## config.mk

```make
export PLATFORM = sky130hd
export DESIGN_NAME = stable_three_level_priority_queue
export DESIGN_NICKNAME = d
export VERILOG_FILES = /design/src/design/stlpq_pkg.sv /design/src/design/stable_three_level_priority_queue.sv /design/src/design/stlpq_cell.sv
export SDC_FILE = /design/constraint.sdc
export NUM_CORES = 1
export LEC_CHECK = 0
export BUFFER_PORTS_ARGS = -buffer_cell sky130_fd_sc_hd__clkbuf_2
export CAP_MARGIN = 0
export CORE_MARGIN = 2
export CORE_UTILIZATION = 65
export DETAILED_ROUTE_END_ITERATION = 10
export GPL_TIMING_DRIVEN = 0
export PLACE_DENSITY_LB_ADDON = 0.15
export SLEW_MARGIN = 0
export SYNTH_ARGS = -nofsm -noshare
export SYNTH_HDL_FRONTEND = slang
export SYNTH_HIERARCHICAL = 1
export SYNTH_SLANG_ARGS = --single-unit
```

## constraint.sdc

```tcl
create_clock -name aclk -period 7.9 [get_ports aclk]
set_clock_uncertainty 0.1 [all_clocks]
set_input_delay 1.58 -clock aclk [delete_from_list [all_inputs] [get_ports aclk]]
set_output_delay 1.58 -clock aclk [all_outputs]
set_load 0.005 [all_outputs]
```

## src/design/stlpq_pkg.sv

```systemverilog
// shared types and constants of the stable three-level priority queue
`timescale 1ns / 1ps

package stlpq_pkg;

    // store size and field widths
    localparam int DEPTH    = 16;
    localparam int CNT_W    = $clog2(DEPTH + 1);
    localparam int TAG_W    = 16;
    localparam int LVL_W    = 2;
    localparam int OCC_W    = 5;
    localparam int STATUS_W = 2;

    // lowest priority level; level three folds onto it
    localparam logic [LVL_W-1:0] LVL_LOWEST = 2'd2;

    typedef enum logic [STATUS_W-1:0] {
        ST_ENQUEUED = 2'd0,
        ST_SERVED   = 2'd1,
        ST_EMPTY    = 2'd2,
        ST_FULL     = 2'd3
    } status_t;

    typedef enum logic {
        KIND_ENQ = 1'b0,
        KIND_DEQ = 1'b1
    } kind_t;

    // operation broadcast to every cell in the row
    typedef struct packed {
        logic             enq;
        logic             deq;
        logic [TAG_W-1:0] tag;
        logic [LVL_W-1:0] level;
    } cell_cmd_t;

    // where a cell stands relative to the fill count
    typedef struct packed {
        logic occupied;
        logic tail;
    } cell_pos_t;

endpackage

```

## src/design/stable_three_level_priority_queue.sv

```systemverilog
// top level: request decode, row of queue cells, fill count and result register
`timescale 1ns / 1ps

// Stable priority queue of 16 tagged entries on three levels, 0 the highest.
// An enqueue places the entry behind all waiting entries of equal or higher
// priority, so one level leaves in arrival order; a dequeue returns the head.
// Every request gives one result with a status and the occupancy after it.
// One request is taken per clock: all cells compare against the incoming
// level and shift in the same cycle, and the result sits in an output
// register, so a new request is accepted while the previous result waits as
// long as m_ready is high. Level 3 is treated as level 2. An enqueue into a
// full queue and a dequeue from an empty one change nothing and report full
// or empty.

module stable_three_level_priority_queue (
    input  logic                             aclk,
    input  logic                             aresetn,
    input  logic                             s_valid,
    output logic                             s_ready,
    input  logic                             s_kind,
    input  logic [stlpq_pkg::TAG_W-1:0]      s_tag,
    input  logic [stlpq_pkg::LVL_W-1:0]      s_level,
    output logic                             m_valid,
    input  logic                             m_ready,
    output logic [stlpq_pkg::STATUS_W-1:0]   m_status,
    output logic [stlpq_pkg::TAG_W-1:0]      m_served_tag,
    output logic [stlpq_pkg::LVL_W-1:0]      m_served_level,
    output logic [stlpq_pkg::OCC_W-1:0]      m_occupancy
);

    localparam int D = stlpq_pkg::DEPTH;

    logic                           accept;
    logic [stlpq_pkg::CNT_W-1:0]    count_reg, count_next;
    logic                           full, empty;
    logic [stlpq_pkg::LVL_W-1:0]    level_clamped;
    stlpq_pkg::cell_cmd_t           cmd;
    stlpq_pkg::status_t             status;

    logic                           m_valid_reg, m_valid_next;
    stlpq_pkg::status_t             status_reg;
    logic [stlpq_pkg::TAG_W-1:0]    served_tag_reg, served_tag_next;
    logic [stlpq_pkg::LVL_W-1:0]    served_level_reg, served_level_next;
    logic [stlpq_pkg::OCC_W-1:0]    occ_reg;

    logic                           gt_w    [D];
    logic [stlpq_pkg::TAG_W-1:0]    tag_w   [D];
    logic [stlpq_pkg::LVL_W-1:0]    level_w [D];

    // handshake: take a request whenever the result slot frees up
    assign s_ready = !m_valid_reg || m_ready;
    assign accept  = s_valid && s_ready;

    assign full  = (count_reg == stlpq_pkg::CNT_W'(D));
    assign empty = (count_reg == '0);

    // request decode
    always_comb begin
        level_clamped = (s_level > stlpq_pkg::LVL_LOWEST) ? stlpq_pkg::LVL_LOWEST : s_level;
        cmd.enq   = accept && (s_kind == stlpq_pkg::KIND_ENQ) && !full;
        cmd.deq   = accept && (s_kind == stlpq_pkg::KIND_DEQ) && !empty;
        cmd.tag   = s_tag;
        cmd.level = level_clamped;
    end

    // row of cells, head at index 0
    for (genvar i = 0; i < D; i++) begin : g_cell
        stlpq_pkg::cell_pos_t           pos;
        logic                           l_gt;
        logic [stlpq_pkg::TAG_W-1:0]    l_tag;
        logic [stlpq_pkg::LVL_W-1:0]    l_level;
        logic [stlpq_pkg::TAG_W-1:0]    r_tag;
        logic [stlpq_pkg::LVL_W-1:0]    r_level;

        assign pos.occupied = (stlpq_pkg::CNT_W'(i) < count_reg);
        assign pos.tail     = (stlpq_pkg::CNT_W'(i) == count_reg);

        if (i == 0) begin : g_head
            assign l_gt    = 1'b0;
            assign l_tag   = '0;
            assign l_level = '0;
        end else begin : g_mid
            assign l_gt    = gt_w[i-1];
            assign l_tag   = tag_w[i-1];
            assign l_level = level_w[i-1];
        end

        if (i == D - 1) begin : g_last
            assign r_tag   = tag_w[i];
            assign r_level = level_w[i];
        end else begin : g_inner
            assign r_tag   = tag_w[i+1];
            assign r_level = level_w[i+1];
        end

        stlpq_cell u_cell (
            .aclk        (aclk),
            .cmd         (cmd),
            .pos         (pos),
            .left_gt     (l_gt),
            .left_tag    (l_tag),
            .left_level  (l_level),
            .right_tag   (r_tag),
            .right_level (r_level),
            .gt          (gt_w[i]),
            .tag         (tag_w[i]),
            .level       (level_w[i])
        );
    end

    // fill count and result of the accepted request
    always_comb begin
        count_next        = count_reg;
        served_tag_next   = '0;
        served_level_next = '0;
        if (s_kind == stlpq_pkg::KIND_ENQ) begin
            status = full ? stlpq_pkg::ST_FULL : stlpq_pkg::ST_ENQUEUED;
        end else begin
            status = empty ? stlpq_pkg::ST_EMPTY : stlpq_pkg::ST_SERVED;
        end
        if (cmd.enq) begin
            count_next = count_reg + 1'b1;
        end else if (cmd.deq) begin
            count_next        = count_reg - 1'b1;
            served_tag_next   = tag_w[0];
            served_level_next = level_w[0];
        end
    end

    // output slot valid
    always_comb begin
        m_valid_next = m_valid_reg;
        if (accept) begin
            m_valid_next = 1'b1;
        end else if (m_ready) begin
            m_valid_next = 1'b0;
        end
    end

    // control registers
    always_ff @(posedge aclk) begin
        if (!aresetn) begin
            count_reg   <= '0;
            m_valid_reg <= 1'b0;
        end else begin
            count_reg   <= count_next;
            m_valid_reg <= m_valid_next;
        end
    end

    // result payload
    always_ff @(posedge aclk) begin
        if (accept) begin
            status_reg       <= status;
            served_tag_reg   <= served_tag_next;
            served_level_reg <= served_level_next;
            occ_reg          <= stlpq_pkg::OCC_W'(count_next);
        end
    end

    assign m_valid        = m_valid_reg;
    assign m_status       = status_reg;
    assign m_served_tag   = served_tag_reg;
    assign m_served_level = served_level_reg;
    assign m_occupancy    = occ_reg;

endmodule

```

## src/design/stlpq_cell.sv

```systemverilog
// one slot of the sorted shift register: holds an entry and shifts by neighbor
`timescale 1ns / 1ps

module stlpq_cell (
    input  logic                          aclk,
    input  stlpq_pkg::cell_cmd_t          cmd,
    input  stlpq_pkg::cell_pos_t          pos,
    input  logic                          left_gt,
    input  logic [stlpq_pkg::TAG_W-1:0]   left_tag,
    input  logic [stlpq_pkg::LVL_W-1:0]   left_level,
    input  logic [stlpq_pkg::TAG_W-1:0]   right_tag,
    input  logic [stlpq_pkg::LVL_W-1:0]   right_level,
    output logic                          gt,
    output logic [stlpq_pkg::TAG_W-1:0]   tag,
    output logic [stlpq_pkg::LVL_W-1:0]   level
);

    logic [stlpq_pkg::TAG_W-1:0] tag_reg, tag_next;
    logic [stlpq_pkg::LVL_W-1:0] level_reg, level_next;

    // entry here has lower priority than the incoming request
    assign gt    = pos.occupied && (level_reg > cmd.level);
    assign tag   = tag_reg;
    assign level = level_reg;

    // insert: shift right from the left neighbor or take the new entry
    // remove: shift left from the right neighbor
    always_comb begin
        tag_next   = tag_reg;
        level_next = level_reg;
        if (cmd.enq && (gt || pos.tail)) begin
            if (left_gt) begin
                tag_next   = left_tag;
                level_next = left_level;
            end else begin
                tag_next   = cmd.tag;
                level_next = cmd.level;
            end
        end else if (cmd.deq) begin
            tag_next   = right_tag;
            level_next = right_level;
        end
    end

    always_ff @(posedge aclk) begin
        tag_reg   <= tag_next;
        level_reg <= level_next;
    end

endmodule
```

Yosys cells after proc, flatten, opt, wreduce, memory -nomap -nowiden
Cells that the tools add are included.
- register bits after elaboration: 319
- input bits: 23
- output and inout bits: 27
- logic and storage cells: 264
- $add $sub $neg: 2
- magnitude comparators: 33
- equality and inequality tests: 16
- muxes and demuxes: 98
- bitwise operators: 2
- reductions and logical operators: 75
- operator list (operator ; number):
    16-bit 2-to-1 mux ; 45
    2-bit 2-to-1 mux ; 49
    4-bit by 5-bit == test with 1-bit output, first input constant ; 8
    4-bit by 5-bit < comparator with 1-bit output, first input constant ; 8
    1-bit logical AND ; 37
    2-bit > comparator ; 16
    2-bit nonzero test ; 16
    3-bit by 5-bit == test with 1-bit output, first input constant ; 4
    3-bit by 5-bit < comparator with 1-bit output, first input constant ; 4
    1-bit logical OR ; 17
    2-bit by 5-bit == test with 1-bit output, first input constant ; 2
    1-bit by 5-bit < comparator with 1-bit output, first input constant ; 2
    2-bit by 5-bit < comparator with 1-bit output, first input constant ; 2
    5-bit 2-to-1 mux ; 2
    5-bit by 1-bit adder with 5-bit output, second input constant ; 1
    1-bit by 5-bit == test with 1-bit output, first input constant ; 1
    5-bit == test, second input constant ; 1
    5-bit zero test ; 1
    5-bit by 1-bit subtractor with 5-bit output, second input constant ; 1
    1-bit zero test ; 3
    2-bit > comparator, second input constant ; 1
    1-bit 2-to-1 mux ; 2
    1-bit NOT ; 2
    2-bit OR reduction ; 1

Depth between registers and ports, before layout
- depth after elaboration: 7
- gate-level depth with buffers: 11
- depth with buffers taken out: 8

Modules after synthesis
Netlist, hierarchy kept.
- by module, submodules not included (module ; instances ; cells an instance ; area each (um^2) ; seq. area each (um^2)):
    stlpq_cell ; 16 ; 67 ; 1098.6 ; 540.5
    stable_three_level_priority_queue ; 1 ; 155 ; 1674.1 ; 870.8

Least setup slack after synthesis
No wires, ideal clock.
- path kind: input to register
- start: input s_kind
- end: register g_cell[0].u_cell.level_reg (netlist bit g_cell[0].u_cell/level[0]) (enable)
- library setup time: 377 ps
- arrival time: 4355 ps
- data required time: 7423 ps
- setup slack: 3068 ps
- stages: 5
- path buffers: 2
- path through: buf_2 nor4_4 o21ai_4 buf_12 nand2b_1
- RTL lines (what ; line ; RTL):
    from (decl) ; stable_three_level_priority_queue.sv:20 ; input logic s_kind,
    to (signal assigned) ; stlpq_cell.sv:47 ; level_reg <= level_next;
    to (decl) ; stlpq_cell.sv:19 ; logic [stlpq_pkg::LVL_W-1:0] level_reg, level_next;

==> impl_metrics.env <==
export IMPL_worstHoldPathType="flip-flop to flip-flop"
export IMPL_root_buffer="clkbuf_16"
export IMPL_hold_start="g_cell[0].u_cell/tag[15]$_DFFE_PP_"
export IMPL_synth_compound_area_share=0.04075
export IMPL_synth_fa_ha_area_frac=0.02405
export IMPL_drv_slew=0
export IMPL_avgSynthCellArea_um2=15.69
export IMPL_vias=9862
export IMPL_portBuffers=48
export IMPL_drt_pass1_iterations=5
export IMPL_rsz0062_at_grt="no"
export IMPL_grt_overflow=0
export IMPL_final_cell_mix="416 x mux2_2, 313 x edfxtp_1, 144 x mux2_4"
export IMPL_drc=0
export IMPL_holdPathStages=1
export IMPL_routed_wl_um=33910
export IMPL_grt_max_degree=33
export IMPL_antenna_found_initial=0
export IMPL_min_period_ns=4.392
export IMPL_dp_hpwl_um=26030
export IMPL_start_util=0.6548
export IMPL_dieArea_um2=31010
export IMPL_place_gp_congestion=0.9041
export IMPL_final_common_cell="mux2_2"
export IMPL_cp_max_fo=16
export IMPL_synth_top_family_by_area="multiplexers"
export IMPL_ys_seq_area_frac=0.4945
export IMPL_htreeDepth=2
export IMPL_rows=63
export IMPL_ctsHoldBuffers=0
export IMPL_clock_sinks=319
export IMPL_end_kind="flip-flop"
export IMPL_highest_signal_layer="met4"
export IMPL_setup_worst_path_start_class="input port"
export IMPL_syn2layout_area_growth_pct=9.853
export IMPL_layout_setup_ws_ns=3.508
export IMPL_grt_total_usage=0.2238
export IMPL_synth_simple_gate_area_frac=0.04576
export IMPL_path_clk_slew_ns=0.06
export IMPL_tns_ns=0
export IMPL_rrSetupSlack_ns=3.75
export IMPL_yosysWarnings=6
export IMPL_pre_cts_slack_ns=2.931
export IMPL_post_cts_buffers=0
export IMPL_diodes=0
export IMPL_synth_distinct_cells=46
export IMPL_ir_drop_mv=0.2142
export IMPL_pin_count=50
export IMPL_cts_repair_resized=0
export IMPL_p_leak_nw=8.279
export IMPL_wl_met2_um=16710
export IMPL_slew_headroom=0.1997
export IMPL_wl_per_cell_um=19.40
export IMPL_arrival_ns=4.57
export IMPL_largest_register_ffs=256
export IMPL_viasPerCell=5.642
export IMPL_finalHoldViolCount=0
export IMPL_clk_latency_ns=0.53
export IMPL_fin_crit_sh=0.5559
export IMPL_syn_cell_area_um2=19250
export IMPL_finalNetCount=1393
export IMPL_die_h_um=176.1
export IMPL_crit_required_ns=8.08
export IMPL_syn_inst=1227
export IMPL_crit_reg2reg_launch="count_reg[1]$_SDFF_PN0_"
export IMPL_met3WireLength_um=930
export IMPL_synthXorXnorAreaFrac=0.001820
export IMPL_drive_gt1_frac=0.5523
export IMPL_setup_viol=0
export IMPL_hold_worst_slack_ns=0.4495
export IMPL_core_area_um2=29400
export IMPL_min_to="m_served_tag[15]$_SDFFCE_PP0N_"
export IMPL_status="finished clean"
export IMPL_muxShareOfSynthArea=0.3567
export IMPL_rr_endpoint="g_cell[13].u_cell/tag[0]$_DFFE_PP_"
export IMPL_cts_made_buffers=35
export IMPL_crit_type="input port to flip-flop"
export IMPL_tightest_slew_ns=1.200
export IMPL_fmax_ghz=0.2277
export IMPL_grt_pass1_vias=10643
export IMPL_antenna_left=0
export IMPL_clk_path_buf_depth=3
export IMPL_die_width_um=176.1
export IMPL_wl_met1_um=15450
export IMPL_drv_cap=0
export IMPL_final_core_util=0.7193
export IMPL_tritoncts="yes"
export IMPL_ff2ff_path_depth=7
export IMPL_dr_first_iter_drc_count=604
export IMPL_grt_pass1_wl_um=56050
export IMPL_synth_seq_cells=319
export IMPL_powerDensity_nw_per_um2=222.4
critical path, cell delays in order:
cell	delay (ns)
clkbuf_2	0.11
clkbuf_1	0.62
inv_1	0.15
ha_1	0.35
nor2b_4	0.14
o211a_4	0.17
buf_4	0.19
clkbuf_1	0.55
mux2_2	0.42
mux2_4	0.26
layout make-up:
cell class                 instances  area, um^2
sequential                       319        9519
multi-input combinational        827        9109
fill                            1941        8254
clock buffer                      39       890.9
buffer                            59       548.0
tap                              390       488.0
timing repair buffer              51       277.8
clock inverter                    23       165.2
inverter                          40       150.1
per-layer routing:
| layer | track usage | up-vias |
|---|---|---|
| met5 | 0 | - |
| li1 | - | 4921 |
| met1 | 0.2985 | 4765 |
| met4 | 0.06233 | 0 |
| met2 | 0.3869 | 127 |
| met3 | 0.02821 | 49 |
synth_stat cells (all sizes together):
cell	count	area, um^2
a21boi	1	7.510
a21o	1	7.510
a21oi	3	15.01
a221o	1	10.01
a22oi	1	21.27
a31oi	2	12.51
and2	23	143.9
and3	3	18.77
and4b	1	10.01
and4bb	1	12.51
buf	37	465.5
clkbuf	22	82.58
conb	1	3.750
dfxtp	6	120.1
edfxtp	313	9399
ha	37	462.9
inv	40	150.1
mux2	560	6847
mux2i	2	20.02
nand2	44	165.2
nand2b	22	137.6
nand4	1	6.260
nand4b	1	8.760
nor2	9	33.78
nor2b	18	232.7
nor3	6	30.03
nor3b	2	15.01
nor4	2	27.53
nor4b	1	23.77
o211a	16	280.3
o211ai	1	12.51
o21ai	35	355.3
o21bai	5	37.54
o31a	1	8.760
o31ai	1	7.510
o41ai	1	8.760
or3	1	6.260
or3b	1	8.760
xnor2	3	26.28
xor2	1	8.760
per-stage QoR:
step / instance area, um^2 / std cells / total power [W]
floorplan: 19320 / 1245 / 0.002967
global placement: 20050 / 1683 / 0.003156
detailed placement: 20090 / 1686 / 0.003199
CTS: 21150 / 1748 / 0.004746
global route: 21150 / 1748 / 0.004893
finish: 21150 / 1748 / 0.004703
cell families after synthesis:
| family | after synthesis |
|---|---|
| AO/OA/AOI/OAI | 69 |
| XOR/XNOR | 4 |
| adder cells (fa/ha/maj) | 37 |
| buffers and inverters | 99 |
| flip-flops | 319 |
| multiplexers | 562 |
| other | 1 |
| AND/OR/NAND/NOR | 136 |
worst max-delay path by stage:
stage	endpoint	startpoint	cells after the start	slack [ns]
finish	g_cell[1].u_cell/tag[8]$_DFFE_PP_	s_level[1]	10	3.51
global route	g_cell[10].u_cell/tag[10]$_DFFE_PP_	s_level[1]	10	3.27
CTS	g_cell[1].u_cell/tag[10]$_DFFE_PP_	s_level[1]	10	3.48
detailed placement	g_cell[1].u_cell/tag[10]$_DFFE_PP_	s_level[1]	10	2.93
global placement	g_cell[1].u_cell/tag[10]$_DFFE_PP_	s_level[0]	9	1.75
floorplan	g_cell[0].u_cell/level[0]$_DFFE_PP_	s_kind	5	3.07
where the power goes:
group	switching [W]	internal, W
Combinational	0.000463	0.000490
Sequential	0.0000864	0.00213
Clock	0.000657	0.000878
Total	0.00121	0.00350
Note: power is estimated with default switching activity, not from simulation.
